**src/rtl/core/b64d_pkg.sv**
```systemverilog
package b64d_pkg;

   localparam int QDEPTH = 8;
   localparam int QPTR_W = 3;
   localparam int QCNT_W = 4;
   localparam int MAX_RES = 3;

   typedef struct packed {
      logic [1:0]       count;
      logic [2:0][7:0]  data;
      logic             byte_valid;
      logic             done;
   } b64d_result_type;

   typedef struct packed {
      logic [7:0] data_byte;
      logic       byte_valid;
      logic       message_done;
   } b64d_entry_type;

endpackage

```
**src/rtl/core/base64_stream_decoder.sv**
```systemverilog
// channel   dir  tdata            tuser        tlast
// req_      in   symbol[7:0]      -            end_of_message
// rsp_      out  data_byte[7:0]   byte_valid   message_done
//
// One request is taken per cycle; its up to three results go to an
// eight-entry result queue and leave one per cycle while rsp_tready is high.
// req_tready drops while fewer than three queue entries are free.
// Four symbols yield three bytes, so a steady stream runs at one request per cycle.
// Synchronous active-high reset empties the queue and clears decoder state.
module base64_stream_decoder (
   input  logic       clock,
   input  logic       reset,
   input  logic       req_tvalid,
   output logic       req_tready,
   input  logic [7:0] req_tdata,    // [7:0] symbol
   input  logic       req_tlast,
   output logic       rsp_tvalid,
   input  logic       rsp_tready,
   output logic [7:0] rsp_tdata,    // [7:0] data_byte
   output logic       rsp_tuser,    // [0] byte_valid
   output logic       rsp_tlast
);

   localparam int QPTR_W = b64d_pkg::QPTR_W;
   localparam int QCNT_W = b64d_pkg::QCNT_W;

   b64d_pkg::b64d_result_type res;
   b64d_pkg::b64d_entry_type  queue_ff [b64d_pkg::QDEPTH];

   logic [QPTR_W-1:0] head_ff, head_in, tail_ff, tail_in;
   logic [QCNT_W-1:0] cnt_ff, cnt_in;
   logic              push, pop;
   logic [QPTR_W-1:0] n_ext;

   assign push  = req_tvalid && req_tready;
   assign pop   = rsp_tvalid && rsp_tready;
   assign n_ext = QPTR_W'(res.count);

   assign req_tready = (cnt_ff <= QCNT_W'(b64d_pkg::QDEPTH - b64d_pkg::MAX_RES));
   assign rsp_tvalid = (cnt_ff != '0);
   assign rsp_tdata  = queue_ff[head_ff].data_byte;
   assign rsp_tuser  = queue_ff[head_ff].byte_valid;
   assign rsp_tlast  = queue_ff[head_ff].message_done;

   b64d_core u_core (
      .clock          (clock),
      .reset          (reset),
      .accept         (push),
      .symbol         (req_tdata),
      .end_of_message (req_tlast),
      .result         (res)
   );

   always_comb begin
      head_in = head_ff + (pop ? QPTR_W'(1) : '0);
      tail_in = tail_ff + (push ? n_ext : '0);
      cnt_in  = cnt_ff + (push ? QCNT_W'(res.count) : '0) - (pop ? QCNT_W'(1) : '0);
   end

   always_ff @(posedge clock) begin
      if (reset) begin
         head_ff <= '0;
         tail_ff <= '0;
         cnt_ff  <= '0;
      end else begin
         head_ff <= head_in;
         tail_ff <= tail_in;
         cnt_ff  <= cnt_in;
      end
   end

   always_ff @(posedge clock) begin
      for (int i = 0; i < b64d_pkg::QDEPTH; i++) begin
         logic [QPTR_W-1:0] offset;
         offset = QPTR_W'(i) - tail_ff;
         if (push && offset < n_ext) begin
            queue_ff[i].data_byte    <= res.data[offset[1:0]];
            queue_ff[i].byte_valid   <= res.byte_valid;
            queue_ff[i].message_done <= res.done && (offset == n_ext - QPTR_W'(1));
         end
      end
   end

`ifndef SYNTH
   a_no_overflow: assert property (@(posedge clock) disable iff (reset)
      cnt_ff <= QCNT_W'(b64d_pkg::QDEPTH))
      else $error("result queue overflow");

   a_pop_only: assert property (@(posedge clock) disable iff (reset)
      (pop && !(push && res.count != 2'd0)) |=> cnt_ff == $past(cnt_ff) - QCNT_W'(1))
      else $error("queue count not decremented on pop");

   a_ptr_gap: assert property (@(posedge clock) disable iff (reset)
      (cnt_ff != QCNT_W'(b64d_pkg::QDEPTH)) |->
         ((tail_ff - head_ff) == cnt_ff[QPTR_W-1:0]))
      else $error("queue pointers disagree with count");
`endif

endmodule

```
**src/rtl/core/b64d_core.sv**
```systemverilog
module b64d_core (
   input  logic                     clock,
   input  logic                     reset,
   input  logic                     accept,
   input  logic [7:0]               symbol,
   input  logic                     end_of_message,
   output b64d_pkg::b64d_result_type result
);

   localparam logic [1:0] CLS_SYM  = 2'd0;
   localparam logic [1:0] CLS_SKIP = 2'd1;
   localparam logic [1:0] CLS_BAD  = 2'd2;

   logic [17:0] group_ff, group_in;
   logic [1:0]  count_ff, count_in;
   logic        halted_ff, halted_in;

   logic [1:0]  cls;
   logic [5:0]  value;
   logic [7:0]  sym_a, sym_l, sym_d;
   logic [23:0] word;
   logic [17:0] fl_group;
   logic [1:0]  fl_count;
   logic        do_flush;
   logic [1:0]  n;
   logic [2:0][7:0] bytes;

   assign sym_a = symbol - 8'h41;
   assign sym_l = symbol - 8'h47;   // 'a' maps to 26
   assign sym_d = symbol + 8'h04;   // '0' maps to 52

   always_comb begin
      cls   = CLS_BAD;
      value = 6'd0;
      if (symbol >= 8'h41 && symbol <= 8'h5a) begin
         cls   = CLS_SYM;
         value = sym_a[5:0];
      end else if (symbol >= 8'h61 && symbol <= 8'h7a) begin
         cls   = CLS_SYM;
         value = sym_l[5:0];
      end else if (symbol >= 8'h30 && symbol <= 8'h39) begin
         cls   = CLS_SYM;
         value = sym_d[5:0];
      end else if (symbol == 8'h2b) begin
         cls   = CLS_SYM;
         value = 6'd62;
      end else if (symbol == 8'h2f) begin
         cls   = CLS_SYM;
         value = 6'd63;
      end else if (symbol == 8'h0a || symbol == 8'h0d) begin
         cls   = CLS_SKIP;
      end
   end

   assign word = {group_ff, value};

   always_comb begin
      group_in  = group_ff;
      count_in  = count_ff;
      halted_in = halted_ff;
      n         = 2'd0;
      bytes     = '0;
      do_flush  = 1'b0;
      fl_group  = group_ff;
      fl_count  = count_ff;
      if (!halted_ff) begin
         if (cls == CLS_SYM) begin
            if (count_ff == 2'd3) begin
               n        = 2'd3;
               bytes[0] = word[23:16];
               bytes[1] = word[15:8];
               bytes[2] = word[7:0];
               group_in = '0;
               count_in = 2'd0;
            end else begin
               group_in = {group_ff[11:0], value};
               count_in = count_ff + 2'd1;
            end
         end else if (cls == CLS_BAD) begin
            do_flush  = 1'b1;
            halted_in = 1'b1;
         end
         if (cls != CLS_BAD && end_of_message) begin
            do_flush = 1'b1;
            fl_group = group_in;
            fl_count = count_in;
         end
         if (do_flush) begin
            if (fl_count == 2'd2) begin
               n        = 2'd1;
               bytes[0] = fl_group[11:4];
            end else if (fl_count == 2'd3) begin
               n        = 2'd2;
               bytes[0] = fl_group[17:10];
               bytes[1] = fl_group[9:2];
            end
            group_in = '0;
            count_in = 2'd0;
         end
      end
      if (end_of_message) begin
         group_in  = '0;
         count_in  = 2'd0;
         halted_in = 1'b0;
      end
   end

   always_comb begin
      result.data       = bytes;
      result.done       = end_of_message;
      result.byte_valid = (n != 2'd0);
      result.count      = (end_of_message && n == 2'd0) ? 2'd1 : n;
   end

   always_ff @(posedge clock) begin
      if (reset) begin
         group_ff  <= '0;
         count_ff  <= 2'd0;
         halted_ff <= 1'b0;
      end else if (accept) begin
         group_ff  <= group_in;
         count_ff  <= count_in;
         halted_ff <= halted_in;
      end
   end

`ifndef SYNTH
   a_halt_empty: assert property (@(posedge clock) disable iff (reset)
      halted_ff |-> count_ff == 2'd0)
      else $error("halted with pending symbols");

   a_eom_clear: assert property (@(posedge clock) disable iff (reset)
      (accept && end_of_message) |=> (count_ff == 2'd0 && !halted_ff && group_ff == '0))
      else $error("state not cleared after end of message");
`endif

endmodule

```
**config.mk**
```make
export PLATFORM = sky130hd
export DESIGN_NAME = base64_stream_decoder
export DESIGN_NICKNAME = d
export VERILOG_FILES = /design/src/rtl/core/b64d_pkg.sv /design/src/rtl/core/base64_stream_decoder.sv /design/src/rtl/core/b64d_core.sv
export SDC_FILE = /design/constraint.sdc
export NUM_CORES = 1
export LEC_CHECK = 0
export ABC_AREA = 1
export BUFFER_PORTS_ARGS = -buffer_cell sky130_fd_sc_hd__buf_2
export CAP_MARGIN = 15
export CORE_MARGIN = 3
export CORE_UTILIZATION = 56
export DETAILED_ROUTE_END_ITERATION = 10
export PLACE_DENSITY = 0.85
export SLEW_MARGIN = 20
export SYNTH_ARGS = -nofsm -noshare
export SYNTH_HDL_FRONTEND = slang
export SYNTH_SLANG_ARGS = --single-unit
```
**constraint.sdc**
```tcl
create_clock -name clock -period 4.1 [get_ports clock]
set_input_delay 0.82 -clock clock [delete_from_list [all_inputs] [get_ports clock]]
set_output_delay 0.82 -clock clock [all_outputs]
set_load 0.01 [all_outputs]
```
# Word level (Yosys, flattened, before mapping)
# Memory sizes are Yosys's and may differ from the RTL's. A register that Yosys moved wholly into a read port is not among the register bits.
# Index checks and enable logic that the tools add are counted.
# word_totals
ramBits	80
memories	1
out_inout_bits	12
reg_bits	31
in_bits	13
# classes
muxes	90
magnitude_cmp	23
addsub	17
n_eq_ne	18
n_reduce_logical	32
# memory_table
name	depth	width	read_ports	rd_clocked_by_memory_dff	write_ports	line_no	rtl
queue_ff	8	10	1	1	5	base64_stream_decoder.sv:28	b64d_pkg::b64d_entry_type queue_ff [b64d_pkg::QDEPTH];
# ops
op	count
$bmux 8 s2	8
$mux 18	6
$mux 8	10
$mux 24	3
$mux 2	22
$mux 16	2
$mux 10	3
$mux 6	5
$reduce_or 10->1	3
$mux 1	27
$eq 3x3->1	8
$lt 2x3->1 const B	8
$lt 3x2->1	8
$logic_and 1x1->1	23
$eq 8x4->1 const B	2
$eq 8x6->1 const B	2
$ge 8x7->1 const B	2
$le 8x7->1 const B	2
$mux 3	4
$sub 3x3->3 const A	4
$eq 2x2->1 const B	4
$ge 8x6->1 const B	1
$le 8x6->1 const B	1
$add 6x3->6 const B	1
other kinds (17)	21

# Logic depth before layout (Yosys ltp)
# Gate-level depths: netlist of the first run.
# logic_depth
word_depth	26
mapped_depth	29
mapped_depth_nobuf	27

# Cells and area by module
# From an unflattened synthesis of the first run, not the netlist that was laid out.
# hier_totals
hier_cells	1055
hier_area_um2	7656.1
# by_module_without_submodules
module	seq_area_each_um2	n_inst	area_per_inst_um2	cells_per_inst
base64_stream_decoder	2602.5	1	5144.9	615
b64d_core	420.4	1	2511.2	440

# Least setup slack after synthesis of the first run
# OpenSTA, ideal clock, no wires.
# synth_path
kind	input -> register
start	input port req_tdata[2]
end	memory queue_ff[3][0] (netlist bit) (enable)
setup_slack_ns	-0.137
t_arrival_ns	3.847
n_path_buf	1
required_ns	3.710
cell_stages	19
path_cell_list	buf_2 inv_1 ha_1 or2_1 nand2_1 nand2_4 inv_4 nand3_4 nand2_1 nand2_1 o21ai_1 nand2_1 nor2_1 inv_1 nand2_1 ha_1 inv_1 o21bai_1 nor3_1
# synth_rtl
item	line_no	rtl
from (decl)	base64_stream_decoder.sv:15	input logic [7:0] req_tdata,
to (decl)	base64_stream_decoder.sv:28	

# Worst setup path after layout of the first run
# layout_path
start	input port req_tdata[2]
end	register cnt_ff[2]
# layout_via
elab_chain_cells	23
word_cells_on_any_way	44
# layout_lines
item	line_no	rtl
$eq 8x4->1	b64d_core.sv:50	end else if (symbol == 8'h0a || symbol == 8'h0d) begin
$logic_or 1x1->1	b64d_core.sv:50	
$mux 2	b64d_core.sv:50	
$mux 2	b64d_core.sv:47	end else if (symbol == 8'h2f) begin
$mux 2	b64d_core.sv:44	end else if (symbol == 8'h2b) begin
$mux 2	b64d_core.sv:41	end else if (symbol >= 8'h30 && symbol <= 8'h39) begin
$mux 2	b64d_core.sv:38	end else if (symbol >= 8'h61 && symbol <= 8'h7a) begin
$mux 2 (*)	b64d_core.sv:35	if (symbol >= 8'h41 && symbol <= 8'h5a) begin
[7 not listed]	n/a	
$mux 2 (*)	b64d_core.sv:88	if (do_flush) begin
$mux 2 (*)	b64d_core.sv:66	if (!halted_ff) begin
$logic_not 2->1	b64d_core.sv:112	result.count = (end_of_message && n == 2'd0) ? 2'd1 : n;
$logic_and 1x1->1	b64d_core.sv:112	
$mux 2 (*)	b64d_core.sv:112	
$mux 2 (*)	base64_stream_decoder.sv:57	cnt_in = cnt_ff + (push ? QCNT_W'(res.count) : '0) - (pop ? QCNT_W'(1) : '0);
$add 4x2->4 (*)	base64_stream_decoder.sv:57	
$sub 4x1->4 (*)	base64_stream_decoder.sv:57	
to (signal assigned)	base64_stream_decoder.sv:68	cnt_ff <= cnt_in;
to (decl)	base64_stream_decoder.sv:31	logic [QCNT_W-1:0] cnt_ff, cnt_in;
# Mark *: on every way between the ends. The rest lies on a longest branch, timed or not. The select of a mux whose other input is x is not followed.
# A chain may end at the register's enable or synchronous reset.

==> results of run 1 <==
[logic make-up after synthesis]
logic type,Yosys count
and+or+nand+nor,545
DFF,111
xor gates and xnor gates,15
buffers and inverters,131
AOI/OAI and AO/OA,128
adders and majority gates,32
[worst paths after layout]
kind                                       endpoint           startpoint  slack (ns)
worst min register to register  u_core.group_ff[10]  u_core.group_ff[10]        0.50
worst min-delay path            u_core.group_ff[10]  u_core.group_ff[10]        0.50
worst max register to register       queue_ff[2][9]           tail_ff[0]        0.95
worst max-delay path                      cnt_ff[2]         req_tdata[2]        0.36
[Yosys cell counts (2+ instances only)]
library cell  number  share of area [%]
nand2_4            6               0.94
buf_2              9               0.62
nand2_2            7               0.61
clkinv_1           2               0.10
buf_4              4               0.42
ha_1              30                5.2
nor3_2             2               0.28
a22oi_1            6               0.62
a31oi_1           10               0.87
nor2_1           144                7.5
buf_1              3               0.16
o21ai_1            4               0.28
or2_2              3               0.26
nand3_1           62                4.3
nand2_1          278                 14
inv_2              6               0.31
clkbuf_1          27                1.4
fa_1               2               0.55
a21oi_1           18                1.2
dfxtp_1           31                8.6
o22ai_1           15                1.3
edfxtp_1          80                 33
nand3_2            3               0.42
nor3_1            10               0.69
a32oi_1            2               0.24
nor2_4             3               0.47
xor2_1            10                1.2
xnor2_1            5               0.61
nor2_2             5               0.43
inv_1             77                4.0
o21ai_0           51                3.5
o21bai_1          14                1.5
nand4_1           16                1.4
buf_6              2               0.31
[registers in the layout, summed over array words and instances (netlist names)]
name / flops
cnt_ff: 4
tail_ff: 3
queue_ff: 80
u_core.count_ff: 2
head_ff: 3
u_core.halted_ff: 1
u_core.group_ff: 18
[timing repair]
item | CTS | global route
endpoints found under the setup margin | 0 | 11
resized for setup | 0 | 2
hold buffers | 0 | 0
[critical path: cells and delay by family]
kind	cells	cell delay [ns]
AO/OA/AOI/OAI	1	0.05
XOR/XNOR	1	0.14
adder cells (fa/ha/maj)	4	1.03
buffers and inverters	8	0.70
AND/OR/NAND/NOR	13	1.24
[layer usage]
layer	GRT usage [%]	wire length, um	share of wire, %
met2	43.8	8770	46
met3	3.91	1630	8.4
met5	0	0	0
met1	39.1	8420	44
met4	8.88	453	2.4
[power groups by stage]
stage / clock network (mW) / logic [mW] / registers, mW
after floorplan: 0 / 0.908 / 1.39
after global placement: 0 / 1.29 / 1.38
after detailed placement: 0 / 1.32 / 1.39
after CTS: 0.990 / 1.34 / 1.37
after global routing: 1.03 / 1.51 / 1.37
final: 0.986 / 1.35 / 1.37
[cell type report]
type	instances	area (um2)	share of cell area (%)
multi-input combinational	720	3680	44.8
sequential	111	3020	36.8
timing repair buffer	93	638	7.77
inverter	86	325	3.96
clock buffer	10	239	2.91
tap	168	210	2.56
clock inverter	6	97.6	1.19
==> reports/qor.txt, run 1 <==
CTS root buf: clkbuf_16
ys flop type: edfxtp_1
GRT overflow: 0
die span in x: 120 um
DP Area: 7870 um2
max cap viols: 0
worst vdd ir: 0.342 mV
worst-case clock skew: 0.00943 ns
clock share of power: 26.6%
cell area after synthesis: 7220 um2
Final setup viols: 0
P per Cell Area: 451 nW/um2
via/cell ratio: 5.66
antenna-violating nets left: 0
Worst Path Required: 4.32 ns
leakage: 3.59 nW
Critical Path Slowest Stage Cell: fa_1
combinational family with the most area after synthesis: simple AND/OR/NAND/NOR gates
synthesis-to-layout area growth: 13.7%
detailed-route via count: 6757
most frequent cells in the layout: 278 x nand2_1, 142 x nor2_1, 80 x edfxtp_1
DR pass1 iterations: 5
RSZ-0062 raised after global routing: no
# fillers: 1038
gpl congestion: 0.952
finished layout cell area: 8210 um2
setup repair bufs after CTS: 0
Comb power frac: 36.5%
nets: 1066
total power: 3.71 mW
die area: 14300 um2
Yosys reg bits: 111
antenna diode count: 0
DP HPWL: 13.9 mm
clk slew on worst S/H paths: 0.07 ns
synthesized area per cell: 7.51 um2
CTS HTree Levels: 3
Worst setup SP type: input pin
CTS sink cnt: 111
final period utilization: 91.1%
library cells used by synthesis: 49
worst-path maximum fanout: 6
EDFF count, synth: 80
asr flop ratio synth: 0%
maximum clock frequency: 268 MHz
# port buffers: 24
Place WS: -0.135 ns
Seq/Total Area, Yosys: 41.9%
most common cell after layout, fill and taps aside: nand2_1
largest net degree at the start of global routing: 42
initial antenna violation count: 0
initial DRC count: 860
layout cells sized above 1: 14.9%
fin cells: 1194
IO Pins: 25
Hold Crit Class: flop to flop
row count: 40
Post-Syn Nets: 1007
minimum clock period: 3.74 ns
Worst Slack Setup Final: 0.363 ns
CP peak stage delay: 0.37 ns
CP Capture Type: flop
CTS tree: done
Initial Util: 58.7%
DRC viols: 0
worst hold stages: 2
vias in the first global route: 6234
Pins Over Slew Limit: 0
Switching Share: 36.4%
Core ar.: 12300 um2
Seq pwr share: 36.9%
compound-cell area share of the yosys netlist: 10.5%
placed cells: 1178
CP Class: input pin to flop
CTS Buffer Depth: 2
global-route wire length before repair: 31.3 mm
Worst EP arrival: 3.96 ns
final hold slack: 0.499 ns
Slew HR: 38.0%
measured slew at the worst slew-check pin: 0.928 ns
FF-to-FF path depth: 10
mux share of post-synthesis cell area: 0%
setup TNS: 0 ns
gr usage total: 27.5%
Inserted Clock Buffers: 9
P_int: 2.36 mW
DR WL/cell: 16.1 um
Final Hold Fails: 0
final core utilization: 66.7%
adder-cell share of the synthesized area: 5.75%
DIE HEIGHT: 120 um
DRT Wirelength: 19.3 mm
yosys warns: 0
Clock Latency Late Sink: 0.36 ns
post-synthesis xor/xnor area fraction: 1.82%
P_sw: 1.35 mW
simple-gate share of the synthesized area: 32.7%
status: finished, final reports clean
cell count after synthesis: 962
No activity file was read; power rests on OpenSTA's default activity.
==> inputs of run 2 (changes only) <==
--- a/config.mk
+++ b/config.mk
@@ -10,7 +10,9 @@
 export CAP_MARGIN = 15
 export CORE_MARGIN = 3
 export CORE_UTILIZATION = 56
+export CTS_CLUSTER_SIZE = 8
 export DETAILED_ROUTE_END_ITERATION = 10
+export GPL_TIMING_DRIVEN = 0
 export PLACE_DENSITY = 0.85
 export SLEW_MARGIN = 20
 export SYNTH_ARGS = -nofsm -noshare
==> constraint.sdc (replaced) <==
create_clock -name clock -period 3.34 [get_ports clock]
set_input_delay 0.668 -clock clock [delete_from_list [all_inputs] [get_ports clock]]
set_output_delay 0.668 -clock clock [all_outputs]
set_load 0.01 [all_outputs]
==> run 2 against run 1 <==
  * The flow now finishes with violations (negative setup slack)
  * Via count is 5.9% higher
  * Die area stayed put
  * Power is 29% higher
  * Count of clock-buffer cells in the layout stayed put
  * Cell area is 10% higher
  * Global-route usage is 1.2 points higher
  * Utilization is 6.7 points higher
  * Sequential cell count stayed put
  * Setup slack worse by 0.45 ns
  * Clock power hardly changed
  * Routed wire length is 14% higher
  * Critical endpoint is now cnt_ff[3]
==> reports/qor.txt, run 2 (synthesis results as in run 1) <==
worst reg2reg startpoint: tail_ff[1]
Core ar.: 12300 um2
Worst EP arrival: 3.65 ns
failing checks: negative setup slack
max cap viols: 0
gr usage total: 28.7%
total power: 4.78 mW
DR WL/cell: 17.9 um
Clock Latency Late Sink: 0.36 ns
antenna diode count: 0
CTS HTree Levels: 3
Initial Util: 58.7%
synthesis-to-layout area growth: 25.1%
Place WS: -1.05 ns
min-delay src: u_core.group_ff[1]
leakage: 3.77 nW
initial antenna violation count: 0
via/cell ratio: 5.83
CTS root buf: clkbuf_16
Slew HR: 49.7%
measured slew at the worst slew-check pin: 0.752 ns
registers with the most flip-flops: queue_ff (80), u_core.group_ff (18), cnt_ff (4)
RSZ-0062 raised after global routing: yes
layout cells sized above 1: 20.7%
Hold Crit Class: flop to flop
r2r setup slk: 0.13 ns
Worst Path Required: 3.56 ns
area occupied by multi-input gates: 4180 um2
nets: 1099
Crit path buffers/inverters: 5
Pins Over Slew Limit: 0
Final setup viols: 22
RR Endpoint: queue_ff[2][6]
worst-case clock skew: 0.00902 ns
setup TNS: -0.709 ns
# fillers: 899
initial DRC count: 870
CTS tree: done
most common cell after layout, fill and taps aside: nand2_1
final core utilization: 73.4%
FF-to-FF path depth: 12
final period utilization: 103%
row count: 40
DR pass1 iterations: 6
CTS sink cnt: 111
largest reg by FF count: queue_ff
Worst Setup SP: req_tdata[3]
largest net degree at the start of global routing: 19
DIE HEIGHT: 120 um
die span in x: 120 um
final hold slack: 0.497 ns
CP peak stage delay: 0.29 ns
maximum clock frequency: 292 MHz
worst vdd ir: 0.247 mV
most frequent CP cell: nand2_1
CTS Buffer Depth: 2
Critical Path Slowest Stage Cell: ha_4
minimum clock period: 3.43 ns
CP cell instances: buf_4 -> buf_6 -> buf_4 -> nand2_1 -> inv_1 -> nand2_1 -> nand3_1 -> nand3_4 -> nand2_4 -> nor2_4 -> nor2_8 -> nand2_4 -> nand4_4 -> nand2_8 -> nand3_2 -> ha_4 -> inv_1 -> ha_4 -> nand2_1 -> nor2_1 -> a211oi_2 -> nand2_1 -> nor3b_2
die area: 14300 um2
Final Hold Fails: 0
flip-flop count of the largest register after layout: 80
DRT Wirelength: 22.0 mm
P per Cell Area: 529 nW/um2
DP HPWL: 14.3 mm
clk slew on worst S/H paths: 0.07 ns
worst hold stages: 2
Hold Path End: u_core.group_ff[1]
vias in the first global route: 6345
gpl congestion: 0.987
Worst Slack Setup Final: -0.0865 ns
cell family contributing the most delay on the critical path: simple AND/OR/NAND/NOR gates
Worst setup SP type: input pin
IO Pins: 25
# port buffers: 22
Inserted Clock Buffers: 9
CP Capture Type: flop
GRT overflow: 0
CP Class: input pin to flop
detailed-route via count: 7154
DRC viols: 0
storage element area: 3020 um2
worst-path maximum fanout: 7
most frequent cells in the layout: 265 x nand2_1, 139 x nor2_1, 80 x edfxtp_1
antenna-violating nets left: 0
global-route wire length before repair: 32.2 mm
status: complete, but fails checks
[run 2: changes by cell type in the layout (fill, tap and decap cells not counted), moves of 5 or more]
cell,before,now
nor3_4,0,5
nand2_4,6,13
inv_1,77,63
clkbuf_1,0,28
buf_12,0,9
nand2_1,278,265
buf_6,0,9
ha_1,30,17
nor2_4,3,9
buf_4,69,49
inv_2,6,15
ha_4,0,11
[run 2: worst reg2reg max path, stage by stage (launching register included)]
cell and delay, ns:
dfxtp_1 0.36, clkbuf_4 0.24, clkinv_2 0.19, buf_2 0.28, ha_1 0.35, buf_2 0.24, clkinvlp_4 0.22, buf_2 0.23
ha_1 0.32, inv_2 0.07, o21bai_4 0.08, nor3_4 0.17, buf_6 0.17
[run 2: power breakdown]
part,switching (mW),internal (mW)
clock,0.498,0.511
combinational,1.31,0.760
sequential,0.0723,1.63
total,1.88,2.90
[run 2: cell type report]
type | instances | area share [%]
Multi-Input combinational cell | 720 | 46.3
Sequential cell | 111 | 33.5
Timing Repair Buffer | 82 | 8.32
Inverter | 86 | 3.96
Buffer | 44 | 2.66
Clock buffer | 10 | 2.53
Tap cell | 168 | 2.33
Clock inverter | 6 | 0.471
[run 2: routing by layer]
metal	share of wire [%]	track usage, %
met1	39	37.3
met2	49	47.7
met3	8.8	4.05
met4	3.4	13.3
met5	0	0
[run 2: repair_timing]
| item | 4_1_cts | 5_1_grt |
|---|---|---|
| setup buffers | 35 | 22 |
| cloned | 1 | 2 |
| endpoints found under the hold margin | 0 | 0 |
| pin swaps | 22 | 32 |
| hold buffers | 0 | 0 |
| gates resized for setup | 37 | 54 |
| setup endpoints to repair | 92 | 93 |
[run 2: how the worst max path moves through the flow]
stage	slack [ns]	to	cells past startpoint
final	-0.09	cnt_ff[3]	23
after global routing	-0.26	cnt_ff[3]	26
after CTS	-0.01	cnt_ff[1]	27
after floorplan	-0.13	queue_ff[7][0]	17
after detailed placement	-1.05	queue_ff[7][3]	22
after global placement	-1.02	queue_ff[7][3]	22
[run 2: stage by stage]
stage / instance area [um2] / instances
2_1_floorplan: 7470 / 962
3_3_place_gp: 7790 / 1152
3_5_place_dp: 7790 / 1152
4_1_cts: 8550 / 1204
5_1_grt: 9040 / 1227
6_report: 9040 / 1227
==> inputs of run 3 (changes only) <==
--- a/config.mk
+++ b/config.mk
@@ -18,3 +18,4 @@
 export SYNTH_ARGS = -nofsm -noshare
 export SYNTH_HDL_FRONTEND = slang
 export SYNTH_SLANG_ARGS = --single-unit
+export TNS_END_PERCENT = 1
==> run 3 against run 2 <==
  * The flow still finishes with violations (negative setup slack)
  * Clock skew rose by 0.00052 ns
  * Global-route usage rose by 0.37 points
  * Sequential cell count unchanged
  * Routed wire length decreased by 3.7%
==> reports/qor.txt, run 3 (synthesis results as in run 1) <==
final hold slack: 0.489 ns
Slew HR: 50.1%
final core utilization: 71.8%
layout cells sized above 1: 20.0%
max cap viols: 0
largest net degree at the start of global routing: 20
CTS sink cnt: 111
clk slew on worst S/H paths: 0.07 ns
Worst EP arrival: 3.44 ns
Core ar.: 12300 um2
Crit path buffers/inverters: 7
storage element area: 3020 um2
die span in x: 120 um
GRT overflow: 0
DIE HEIGHT: 120 um
antenna diode count: 0
Final Hold Fails: 0
Initial Util: 58.7%
Worst Slack Setup Final: -0.0272 ns
fin cells: 1216
DR pass1 iterations: 7
Hold Crit Class: flop to flop
IO Pins: 25
vias in the first global route: 6488
met2 Usage GRT: 48.7%
worst-case clock skew: 0.00954 ns
Worst setup SP type: input pin
antenna-violating nets left: 0
area occupied by multi-input gates: 4150 um2
Critical Path Slowest Stage Cell: ha_1
cts hold-fix bufs: 0
status: complete, but fails checks
maximum clock frequency: 297 MHz
most frequent CP cell: nand2_4
CP Capture Type: flop
DRT Wirelength: 21.2 mm
row count: 40
P per Cell Area: 531 nW/um2
registers with the most flip-flops: queue_ff (80), u_core.group_ff (18), cnt_ff (4)
global-route wire length before repair: 32.9 mm
worst-path maximum fanout: 6
CP peak stage delay: 0.28 ns
initial DRC count: 856
CP cell instances: buf_8 -> buf_6 -> inv_8 -> buf_4 -> ha_4 -> nand3_2 -> nand2_1 -> nand2_2 -> nand2_4 -> nand2_4 -> nor2_4 -> nor2_8 -> nand2_4 -> nand4_4 -> nand2_8 -> buf_4 -> nand2_4 -> ha_1 -> inv_1 -> o21bai_2 -> nor3_4 -> buf_4
final period utilization: 101%
DR WL/cell: 17.4 um
flip-flop count of the largest register after layout: 80
die area: 14300 um2
initial antenna violation count: 0
largest reg by FF count: queue_ff
minimum clock period: 3.37 ns
synthesis-to-layout area growth: 22.5%
met3 Resource Use GR: 5.18%
CTS root buf: clkbuf_16
detailed-route via count: 7045
most frequent cells in the layout: 259 x nand2_1, 139 x nor2_1, 80 x edfxtp_1
RSZ-0062 raised after global routing: yes
CTS tree: done
Place WS: -1.08 ns
# fillers: 940
gr busiest metal: met2
Pins Over Slew Limit: 0
Clock Latency Late Sink: 0.36 ns
r2r setup slk: 0.02 ns
Inserted Clock Buffers: 9
GR Layer Usage met1: 38.4%
leakage: 3.70 nW
CTS HTree Levels: 3
gpl congestion: 0.992
Final setup viols: 34
Worst Path Required: 3.41 ns
worst vdd ir: 0.347 mV
placed cells: 1152
measured slew at the worst slew-check pin: 0.746 ns
most common cell after layout, fill and taps aside: nand2_1
DRC viols: 0
# port buffers: 22
DP HPWL: 14.4 mm
via/cell ratio: 5.79
CTS Buffer Depth: 2
cell family contributing the most delay on the critical path: simple AND/OR/NAND/NOR gates
failing checks: negative setup slack
CP Class: input pin to flop
nets: 1088
total power: 4.70 mW
gr usage total: 29.1%
-- run 3: changes by cell type in the layout (fill, tap and decap cells not counted), sizes merged --
cell / before / now
clkbuf: 40 / 37
clkinvlp: 2 / 0
inv: 86 / 87
buf: 96 / 88
clkinv: 4 / 5
-- run 3: timing repair --
action,CTS,global route
gates cloned,1,0
buffers inserted,37,11
resized for setup,64,39
pin swaps,32,36
setup endpoints to repair,92,93
-- run 3: power breakdown --
part	internal (mW)	switching, mW	total [mW]
Clock	0.518	0.502	1.02
Sequential	1.63	0.0681	1.70
Combinational	0.706	1.27	1.98
-- run 3: cell type report --
| class | count | area share, % |
|---|---|---|
| Buffer | 44 | 2.63 |
| Clock buffer | 10 | 2.59 |
| Clock inverter | 6 | 0.580 |
| Inverter | 86 | 3.99 |
| Multi-Input combinational cell | 720 | 47.0 |
| Sequential cell | 111 | 34.2 |
| Tap cell | 168 | 2.38 |
| Timing Repair Buffer | 71 | 6.69 |
-- run 3: tightest hold or removal path, delay by kind of cell, from the launching register on --
kind / cells / cell delay, ns
DFF: 1 / 0.33
and+or+nand+nor: 1 / 0.07
AOI/OAI and AO/OA: 1 / 0.06
-- run 3: path summary, 6_finish.rpt --
check / cells after the start / from / to
worst max-delay path: 22 / req_tdata[2] / queue_ff[2][5]
worst max register to register: 12 / tail_ff[1] / queue_ff[2][5]
worst min register to register: 2 / u_core.group_ff[10] / u_core.group_ff[10]
worst min-delay path: 2 / u_core.group_ff[10] / u_core.group_ff[10]
-- run 3: metal layers --
metal	share of wire [%]	routed length, um
met2	48	10200
met1	40	8390
met4	3.4	728
met3	8.8	1870
met5	0	0
-- run 3: through the flow --
step	instance area, um2	TNS (ns)
finish	8840	-0.365
global route	8840	-7.14
CTS	8620	-0.0174
detailed placement	7710	-85.32
global placement	7710	-77.21
floorplan	7390	-3.33
